`src/hdl/hmt_pkg.sv`:
```
`timescale 1ns / 1ps
`default_nettype none
// ----------------------------------------------------------------------------
// hmt_pkg
// Shared widths, codes and types for the hit merge block.
// ----------------------------------------------------------------------------
package hmt_pkg;

  localparam int HIT_DEPTH_DEF = 32;
  localparam int CHAN_W        = 16;
  localparam int TIME_W        = 32;
  localparam int ENERGY_W      = 40;
  localparam int WORD_W        = 32;
  localparam int TOTAL_W       = 6;
  localparam int STATUS_W      = 3;

  localparam logic [TIME_W-1:0]   TIME_RES_RST = 32'd300;
  localparam logic [WORD_W-1:0]   MUON_CODE    = 32'd13;
  localparam logic [ENERGY_W-1:0] ENERGY_MAX   = {ENERGY_W{1'b1}};

  typedef enum logic [STATUS_W-1:0] {
    ST_MUON    = 3'd0,
    ST_MERGED  = 3'd1,
    ST_NEW     = 3'd2,
    ST_FULL    = 3'd3,
    ST_READOUT = 3'd4
  } status_t;

  // one stored hit
  typedef struct packed {
    logic [CHAN_W-1:0]   channel;
    logic [TIME_W-1:0]   hit_time;
    logic [ENERGY_W-1:0] energy;
    logic [WORD_W-1:0]   energy_in;
    logic [WORD_W-1:0]   track;
    logic [WORD_W-1:0]   particle;
  } entry_t;

  // search key presented to every cell
  typedef struct packed {
    logic [CHAN_W-1:0] channel;
    logic [TIME_W-1:0] hit_time;
  } probe_t;

  // priority chain passed cell to cell
  typedef struct packed {
    logic seen;
    logic merged;
  } scan_t;

  // broadcast controls from the sequencer
  typedef struct packed {
    logic capture;
    logic merge;
    logic append;
    logic shift;
  } cell_ctrl_t;

endpackage
`default_nettype wire

```
`src/hdl/hmt_cell.sv`:
```
`timescale 1ns / 1ps
`default_nettype none
// ----------------------------------------------------------------------------
// hmt_cell
// One hit slot: channel/time compare, first-match chain, merge, append, shift.
// ----------------------------------------------------------------------------
module hmt_cell #(
  parameter int CW  = 6,
  parameter int IDX = 0
) (
  input  logic                        clk,
  input  logic                        rst_n,
  input  hmt_pkg::cell_ctrl_t         ctrl,
  input  hmt_pkg::probe_t             probe,
  input  logic [hmt_pkg::TIME_W-1:0]  time_res,
  input  logic [CW-1:0]               count,
  input  hmt_pkg::entry_t             new_entry,
  input  logic [hmt_pkg::WORD_W-1:0]  add_energy,
  input  hmt_pkg::entry_t             next_entry,
  input  hmt_pkg::scan_t              scan_in,
  output hmt_pkg::scan_t              scan_out,
  output hmt_pkg::entry_t             entry
);
  import hmt_pkg::*;

  localparam logic [CW-1:0] IDX_V = CW'(IDX);

  entry_t              entry_r;
  entry_t              entry_nxt;
  logic                match_r;
  logic                win_r;
  logic                occupied;
  logic                is_tail;
  logic [TIME_W-1:0]   diff;
  logic                take;
  logic                do_merge;
  logic [ENERGY_W:0]   sum;
  logic [ENERGY_W-1:0] sat_energy;

  assign occupied = IDX_V < count;
  assign is_tail  = IDX_V == count;

  assign diff = (probe.hit_time >= entry_r.hit_time) ? probe.hit_time - entry_r.hit_time
                                                     : entry_r.hit_time - probe.hit_time;

  // only the first occupied slot with this channel decides
  assign take            = match_r & ~scan_in.seen;
  assign do_merge        = take & win_r;
  assign scan_out.seen   = scan_in.seen | match_r;
  assign scan_out.merged = scan_in.merged | do_merge;

  assign sum        = {1'b0, entry_r.energy} + (ENERGY_W+1)'(add_energy);
  assign sat_energy = sum[ENERGY_W] ? ENERGY_MAX : sum[ENERGY_W-1:0];

  always_comb begin
    entry_nxt = entry_r;
    priority if (ctrl.shift) begin
      entry_nxt = next_entry;
    end else if (ctrl.append && is_tail) begin
      entry_nxt = new_entry;
    end else if (ctrl.merge && do_merge) begin
      entry_nxt.energy = sat_energy;
    end else begin
      entry_nxt = entry_r;
    end
  end

  always_ff @(posedge clk) begin
    if (!rst_n) begin
      match_r <= 1'b0;
      win_r   <= 1'b0;
    end else if (ctrl.capture) begin
      match_r <= occupied && (entry_r.channel == probe.channel);
      win_r   <= diff < time_res;
    end
  end

  always_ff @(posedge clk) begin
    entry_r <= entry_nxt;
  end

  assign entry = entry_r;

endmodule
`default_nettype wire

```
`config.mk`:
```
export PLATFORM = sky130hd
export DESIGN_NAME = hmt_cell
export DESIGN_NICKNAME = d
export VERILOG_FILES = /design/src/hdl/hmt_pkg.sv /design/src/hdl/hmt_cell.sv
export SDC_FILE = /design/constraint.sdc
export NUM_CORES = 1
export LEC_CHECK = 0
export BUFFER_PORTS_ARGS = -buffer_cell sky130_fd_sc_hd__buf_2
export CAP_MARGIN = 20
export CORE_AREA = 4 4 262 264
export CTS_CLUSTER_SIZE = 40
export DETAILED_ROUTE_END_ITERATION = 7
export DIE_AREA = 0 0 266 268
export PLACE_DENSITY = 0.54
export SETUP_SLACK_MARGIN = 0.4
export SKIP_LAST_GASP = 1
export SLEW_MARGIN = 10
export SYNTH_ARGS = -nofsm -noshare
export SYNTH_HDL_FRONTEND = slang
export SYNTH_SLANG_ARGS = --single-unit
```
`constraint.sdc`:
```
create_clock -name clk -period 6.36 [get_ports clk]
set_clock_uncertainty 0.1 [all_clocks]
set_input_delay 1.272 -clock clk [delete_from_list [all_inputs] [get_ports clk]]
set_output_delay 1.272 -clock clk [all_outputs]
set_load 0.02 [all_outputs]
```
* Word level (Yosys, flattened, before mapping) *
Index checks and enable logic that the tools add are counted.
W data, S select, Z words.

storage, ports and cells
  bits in registers = 186
  input port bits = 494
  output and inout bits = 186
  logic and storage cells = 31

cells by class
  add/subtract/negate cells = 3
  $lt $le $gt $ge = 3
  equal/unequal tests = 1
  mux-type cells = 5
  bitwise operators = 5
  reduce and logical (&&, ||, !) cells = 6

operator list
  operator              number
  $mux W184             2
  $mux W40              2
  $sub A32 B32 Y32      2
  $add A40 B32 Y41      1
  $ge A32 B32 Y1        1
  $lt A32 B32 Y1        1
  $mux W32              1
  $eq A16 B16 Y1        1
  $logic_not A6 Y1      1
  $lt A1 B6 Y1 const A  1
  $logic_and A1 B1 Y1   3
  $reduce_bool A3 Y1    1
  $and A1 B1 Y1         2
  $or A1 B1 Y1          2
  $reduce_bool A2 Y1    1
  $not A1 Y1            1

* Longest topological paths before layout *
Gate-level depths: netlist (run 1).

  word-level depth = 7
  depth in mapped cells = 24
  gate-level depth less buffers = 23

* Worst setup path after synthesis (run 1) *
Ideal clock, no wire load.

  path type = input to register
  start point = in count[5]
  end point = reg entry_r (netlist bit entry[0]), enable pin
  setup time = 0.497 ns
  data arrival time = 5.348 ns
  data required time = 5.763 ns
  slack = 0.416 ns
  stages on the path = 6
  path buffers = 1
  cell sequence = or4_1 nor3_1 and2_1 clkbuf_1 nor2_1 inv_1

between the ends
  word-level cells in the longest chain between the ends = 3

ends and longest elaborated chain
  element                              line            RTL
  start, declared                      hmt_cell.sv:16  input logic [CW-1:0] count,
  $logic_not A6 Y1                     hmt_cell.sv:41  assign is_tail = IDX_V == count;
  $logic_and A1 B1 Y1                  hmt_cell.sv:59  end else if (ctrl.append && is_tail) begin
  $reduce_bool A2 Y1 (no source line)  n/a
  end signal, assigned                 hmt_cell.sv:79  entry_r <= entry_nxt;
  end, declared                        hmt_cell.sv:28  entry_t entry_r;

No other way between the ends.
A chain may end at the register's enable or synchronous reset.

* Worst setup path after layout (run 1) *
  start point = in probe[0] (netlist bit)
  end point = reg win_r

between the ends
  word-level cells in the longest chain between the ends = 3
  elaborated cells on any way between the ends = 5
  classes of those cells = 2 x add/sub; 2 x order compare; 1 x mux

ends and longest elaborated chain
  element                                         line            RTL
  start, declared                                 hmt_cell.sv:14  input hmt_pkg::probe_t probe,
  $sub A32 B32 Y32, or another cell as far along  hmt_cell.sv:44  : entry_r.hit_time - probe.hit_time;
  $mux W32 *                                      hmt_cell.sv:43  assign diff = (probe.hit_time >= entry_r.hit_time) ? probe.hit_time - entry_r.hit_time
  $lt A32 B32 Y1 *                                hmt_cell.sv:74  win_r <= diff < time_res;
  end signal, assigned                            hmt_cell.sv:74
  end, declared                                   hmt_cell.sv:31  logic win_r;

Every way passes the cells marked *; elsewhere a longest branch is shown, timed or not.

==> metrics.txt, run 1 <==
post-route setup TNS=0 ps; Residual DRC=0; clk buf depth=2; Arrival @ worst endpoint=5510 ps; nets@finish=2,976; final setup fails=0; CTS tree=yes; f_max=193 MHz; Worst Setup Start Kind=input port; Synth Warn #=0; gpl congestion=0.927; global-route wire length before repair=90.4 mm; root buffer cell=clkbuf_16; Final Core Density=0.294; clock slew at reported path FFs=80 ps; Final Hold Viols=0; worst path required time=6680 ps; largest net degree at the start of global routing=151; multiplexer share of the synthesized area=0.0104; commonest non-fill, non-tap cell in the layout=buf_2; Pleak=8.94 nW; DP Area=18,900 um^2; drt via density=4.62; GR Layer Usage met2=0.285; worst setup path startpoint=probe[0]; final non-filler cell total=3,253; CP endpoint kind=flip-flop; Synth Register Bits=186; Die Wd=266 um; HP Class=reg -> reg; starting density of the core=0.221; RSZ-0062 raised after global routing=false; WS Path Type=in -> reg; layout cell share with drive strength beyond 1=0.319; fillers=7,328; Final period util=0.815; H-tree depth=4; max_cap viols=0; post-synthesis simple-gate area fraction=0.162; largest family of logic cells by synthesized area=compound AO/OA/AOI/OAI gates; post_cts resized=0; initial antenna violation count=25; share of the synthesized area in the top cell type=0.375; met3 usage=0.0402; power per cell area=226 nW/um^2; async set or reset register ratio after synthesis=0; Yosys cell types=76; measured slew at the worst slew-check pin=1060 ps; Placed Cells=3,207; hold path startpoint=match_r; top_reg_cell synth=edfxtp_1; sink count of the clock tree=186; area of the multi-input gates=8270 um^2; synth top area cells=edfxtp_1 (38%), ha_1 (11%), nand2_1 (9.7%); XOR/XNOR Fraction of Synth Area=0.0482; Core Area=66,600 um^2; max_slew headroom=0.293; hold buffer count at cts=0; Area Growth Syn to Fin=33.1%; Pre-Repair DR Iteration Count=5; io pins=680; Register Area=5570 um^2; Mapped Cells=1,751; M1 GR Usage=0.214; worst vdd ir=0.000131 V; drt wl/cell=19.9 um; EDFF count, synth=184; post-CTS setup buffers=0; Total GRT Usage=0.170; Synth Net Count=2,374; Final Power=4.42 mW; Die H=268 um; post-synthesis cell area=14,700 um^2; CP max FO=46; worst skew pair latency=490 ps; Synth Area in Adders=0.111; most frequent cells in the layout=buf_2 (678), nand2_1 (379), o21ai_0 (199); die area=71,300 um^2; Remaining Overflow, GRT=0; row count=95; post-route minimum period=5190 ps; Post-DP HPWL=53.2 mm; Seq/Total Area, Yosys=0.378; reg-to-reg slack, setup=1670 ps; busiest metal layer after global routing=met2; total CTS buffers=17; vias in the first global route=14.2k; post-route ant nets=0; leading area contributor after synthesis=edfxtp_1; final WL=64.7 mm; post-synthesis compound-gate area fraction=0.229; status=complete, no violations; DRT iter0 DRCs=904; Finished Cell Area=19,600 um^2; PortBufs=679; Syn Area/Cell=8.41 um^2; vias=15.0k; max-slew violations=0; worst r2r src=entry[155]
through the flow:
step	hold slack, ps	setup slack, ps
final	525	1170
after global routing	547	883
after CTS	523	1120
after detailed placement	494	606
after global placement	496	680
after floorplan	471	416
final timing paths:
kind / depth (start not counted) / end
worst max-delay path: 23 / win_r
worst min-delay path: 2 / match_r
worst max register to register: 19 / win_r
worst min register to register: 2 / match_r
worst max-delay path, stage by stage:
cell      delay, ps
buf_2           110
inv_1            50
ha_1            150
inv_1            50
fa_1            450
a211oi_4        270
o211ai_2        170
nand3_1         160
nand2_1          70
o21ai_1         280
nand2_1         140
buf_12          210
mux2_2          300
ha_1            260
a21boi_0        130
o21a_1          180
o21a_1          160
o21a_1          150
o21ai_0         190
a21oi_1         120
nor3_1          350
o31ai_1         140
a21oi_1         130
cell usage after synthesis (3+ instances only):
master,n
clkbuf_1,72
a31o_2,3
xnor2_1,38
a21oi_2,3
nor3_1,18
buf_1,6
xor2_1,43
nor2b_1,11
o211ai_1,8
or2_2,3
o21ai_0,199
nor2_1,74
o22ai_1,26
nor4_1,3
edfxtp_1,184
buf_6,4
o21bai_1,9
a2111oi_0,4
buf_2,22
o31a_1,6
a211oi_1,10
nand2_1,380
a21o_1,56
a221oi_2,3
nand2b_1,13
nand4_1,21
o31ai_1,11
mux2i_1,13
fa_1,3
inv_1,116
and2_1,4
ha_1,126
a21oi_1,119
and3_1,8
o21ai_1,26
o21a_1,22
nand3_1,22
a21boi_0,3
a31oi_1,13
a221oi_1,3
area by class of cell:
cell class | count | share of cell area
diodes | 14 | 0.00179
clock buffers | 17 | 0.0217
clock inverters | 15 | 0.0121
inverters | 116 | 0.0225
multi-input cells | 1343 | 0.422
flip-flops and latches | 186 | 0.284
well taps | 873 | 0.0557
repair buffers | 689 | 0.180
cell families (layout without fill, tap and decap cells):
kind of cell	after synthesis	count (layout)
other	0	14
AO/OA/AOI/OAI	552	552
flip-flops	186	186
XOR/XNOR	81	81
multiplexers	15	15
adder cells (fa/ha/maj)	129	129
buffers and inverters	222	837
AND/OR/NAND/NOR	566	566
metal layers:
| metal | wire (um) | vias up | share of wire |
|---|---|---|---|
| li1 | - | 7401 | - |
| met1 | 27100 | 6966 | 0.42 |
| met2 | 31400 | 582 | 0.49 |
| met3 | 4720 | 69 | 0.073 |
| met4 | 1520 | 2 | 0.023 |
| met5 | 19 | - | 0.00029 |
flip-flops by register name, indices dropped and copies added (netlist names):
name     count
win_r        1
entry      184
match_r      1
power by group:
| part | total [mW] | internal (mW) | switching, mW |
|---|---|---|---|
| combinational | 1.62 | 0.651 | 0.971 |
| sequential | 1.56 | 1.48 | 0.0806 |
| clock | 1.24 | 0.569 | 0.669 |
| total | 4.42 | 2.70 | 1.72 |
No activity file was read; power rests on OpenSTA's default activity.
==> run 2: changes to the inputs <==
- ABC_AREA: default -> 1
- CORE_AREA: 4 4 262 264 -> 4 4 264 266
- DIE_AREA: 0 0 266 268 -> 0 0 268 270
- PLACE_DENSITY: 0.54 -> 0.59
- clock period: 6.36 -> 4.3 ns (I/O delays scaled with it)
==> run 2 against run 1 <==
Setup slack worse by 470 ps. Register-to-register slack worse by 920 ps. Final cell count is 27% higher. Total power is 56% higher. Cell area is 13% higher. Non-clock buffer count is 22 higher. Combinational power is 74% higher. Core utilization is 3.5 points higher. Critical path type unchanged. Critical endpoint unchanged.
==> metrics.txt, run 2 <==
status=complete, no violations; global-route wire length before repair=110 mm (+22%); Synth Net Count=3,204 (+35%); sw frac=0.415 (+0.0260); post-route minimum period=3600 ps; final non-filler cell total=4,140 (+27%); Synth Warn #=0 (unchanged); Yosys cell types=42 (-45%); async set or reset register ratio after synthesis=0 (unchanged); Die Wd=268 um (+0.75%); Residual DRC=0 (unchanged); DRT iter0 DRCs=1,166 (+29%); Post-DP HPWL=64.4 mm (+21%); worst hold slack=372 ps (-154 ps); total CTS buffers=17 (unchanged); leading area contributor after synthesis=edfxtp_1; post-route ant nets=0 (unchanged); EDFF count, synth=184 (unchanged); PortBufs=679 (unchanged); Die H=270 um (+0.75%); area of the multi-input gates=9540 um^2 (+15%); RSZ-0062 raised after global routing=false; row count=95 (unchanged); fillers=7,509 (+2.5%); vias in the first global route=18.5k (+30%); commonest non-fill, non-tap cell in the layout=nand2_1; power per cell area=313 nW/um^2 (+39%); H-tree depth=4 (unchanged); Pre-Repair DR Iteration Count=5 (unchanged); Worst Setup Start Kind=input port; Area Growth Syn to Fin=31.1%; initial antenna violation count=26 (+4.0%); Synth Register Bits=186 (unchanged); Final Hold Viols=0 (unchanged); Comb pwr share=0.408 (+0.041); most common cell in the synthesized netlist=nand2_1; Seq/Total Area, Yosys=0.330 (-0.0476); Psw=2.87 mW (+67%); worst skew pair latency=510 ps (+20 ps); worst vdd ir=0.000196 V (+50%); most frequent cells in the layout=nand2_1 (1,031), buf_2 (678), inv_1 (387); vias=18.9k (+26%); clock slew at reported path FFs=90 ps (about the same); Reg power frac=0.333 (-0.021); root buffer cell=clkbuf_16; Core Area=67,000 um^2 (+0.71%); layout cell share with drive strength beyond 1=0.237 (-0.0818); Pleak=11.9 nW (+33%); WS Path Type=in -> reg; largest net degree at the start of global routing=112 (-26%); CP max FO=17 (-63%); DP Area=21,400 um^2 (+13%); drt via density=4.56 (-1.2%); Clock power frac=0.259 (-0.021); drt wl/cell=18.3 um (-8.0%); Finished Cell Area=22,100 um^2 (+13%); CP dominant cell by count=nand2_1; CTS tree=yes; top cells by instance count after synthesis=nand2_1 (1,032), inv_1 (388), o21ai_0 (231); post-CTS setup buffers=0 (unchanged); Worst path slowest cell=ha_1; Mapped Cells=2,581 (+47%); starting density of the core=0.251 (+0.0301); CP Cell Sequence=buf_2 > inv_1 > ha_1 > nand2_1 > nor3_1 > nand2_1 > nor2_1 > nand4_1 > nand3_2 > buf_4 > nand2_1 > nand2_1 > inv_1 > ha_1 > a21oi_1 > o21ai_0 > nand2_1 > nand3_1 > nand3_1 > nand2_1 > nor2_1 > nand2_1 > a21oi_1; measured slew at the worst slew-check pin=838 ps (-218 ps); Largest register FFs=184 (unchanged); final WL=75.8 mm (+17%); sink count of the clock tree=186 (unchanged); CP endpoint kind=flip-flop; Syn Area/Cell=6.53 um^2 (-22%); Placed Cells=4,094 (+28%); io pins=680 (unchanged); share of the synthesized area in the top cell type=0.328 (-0.0473); Register Area=5570 um^2 (unchanged); slowest stage delay, CP=390 ps (-60 ps); Remaining Overflow, GRT=0 (unchanged); Total GRT Usage=0.201 (+0.0310); Final period util=0.837; HP Class=reg -> reg; post-route setup TNS=0 ps (unchanged); Int Power=4.05 mW (+50%); Final Power=6.92 mW (+56%); max_slew headroom=0.435 (+0.142); synth top area cells=edfxtp_1 (33%), nand2_1 (23%), ha_1 (9.4%); post-synthesis cell area=16,900 um^2 (+14%); final setup fails=0 (unchanged); top_reg_cell synth=edfxtp_1; die area=72,400 um^2 (+1.5%); reg-to-reg slack, setup=750 ps (-920 ps); gpl congestion=0.970 (+4.6%); worst path required time=4630 ps (-2050 ps); f_max=278 MHz; max_cap viols=0 (unchanged); clk buf depth=2 (unchanged); max-slew violations=0 (unchanged); Arrival @ worst endpoint=3920 ps (-1590 ps); nets@finish=3,863 (+30%)
run 2: changes by cell type after synthesis, sizes merged, moves of 15 or more:
cell	delta
a21o	-54
buf	-20
clkbuf	-15
inv	+275
nand2	+655
nand3	+82
nor2	+93
o21a	-19
o21ai	+25
o22ai	-23
xnor2	-29
run 2: routing by layer:
| metal | up-vias | part of all wire | GRT usage |
|---|---|---|---|
| li1 | 9520 | - | - |
| met1 | 8510 | 0.41 | 0.246 |
| met2 | 750 | 0.50 | 0.350 |
| met3 | 107 | 0.065 | 0.0361 |
| met4 | 4 | 0.025 | 0.0755 |
| met5 | - | 0.00033 | 0 |
run 2: worst max-delay path, delay by kind of cell:
kind	cells	cell delay [ps]
AND/OR/NAND/NOR	14	1610
adder cells (fa/ha/maj)	2	670
buffers and inverters	4	420
AO/OA/AOI/OAI	3	360
run 2: stage by stage:
stage | setup WS (ps) | utilization
after CTS | 674 | 0.329
final | 702 | 0.330
after global placement | 212 | 0.319
after detailed placement | 180 | 0.319
after floorplan | 713 | -
after global routing | 421 | 0.329
run 2: logic make-up after synthesis:
family                     Yosys count  synth area share
xor gates and xnor gates            53            0.0275
buffers and inverters              463             0.105
adders and majority gates          129            0.0971
DFF                                186             0.330
and+or+nand+nor                   1355             0.319
AOI/OAI and AO/OA                  395             0.121
run 2: area by class of cell:
cell class,instances,area share
Antenna cell,14,0.00159
Timing Repair Buffer,711,0.169
Inverter,392,0.0670
Clock buffer,17,0.0193
Clock inverter,15,0.0103
Sequential cell,186,0.252
Multi-Input combinational cell,1932,0.432
Tap cell,873,0.0494
run 2: path summary, 6_finish.rpt:
path                                  from    end  depth (start not counted)
worst max register to register  entry[164]  win_r                         21
worst min register to register       win_r  win_r                          2
worst min-delay path                 win_r  win_r                          2
worst max-delay path             probe[28]  win_r                         23
run 2: power groups by stage:
stage               clock [mW]  combinational [mW]  sequential (mW)
global route              1.91                3.17             2.32
floorplan                    0                1.57             2.51
global placement             0                2.79             2.34
finish                    1.79                2.82             2.31
CTS                       1.86                2.81             2.31
detailed placement           0                2.80             2.35
run 2: timing repair:
action                                  4_1_cts  5_1_grt
hold buffers                                  0        0
endpoints found under the setup margin        0        1
gates resized for setup                       0        5
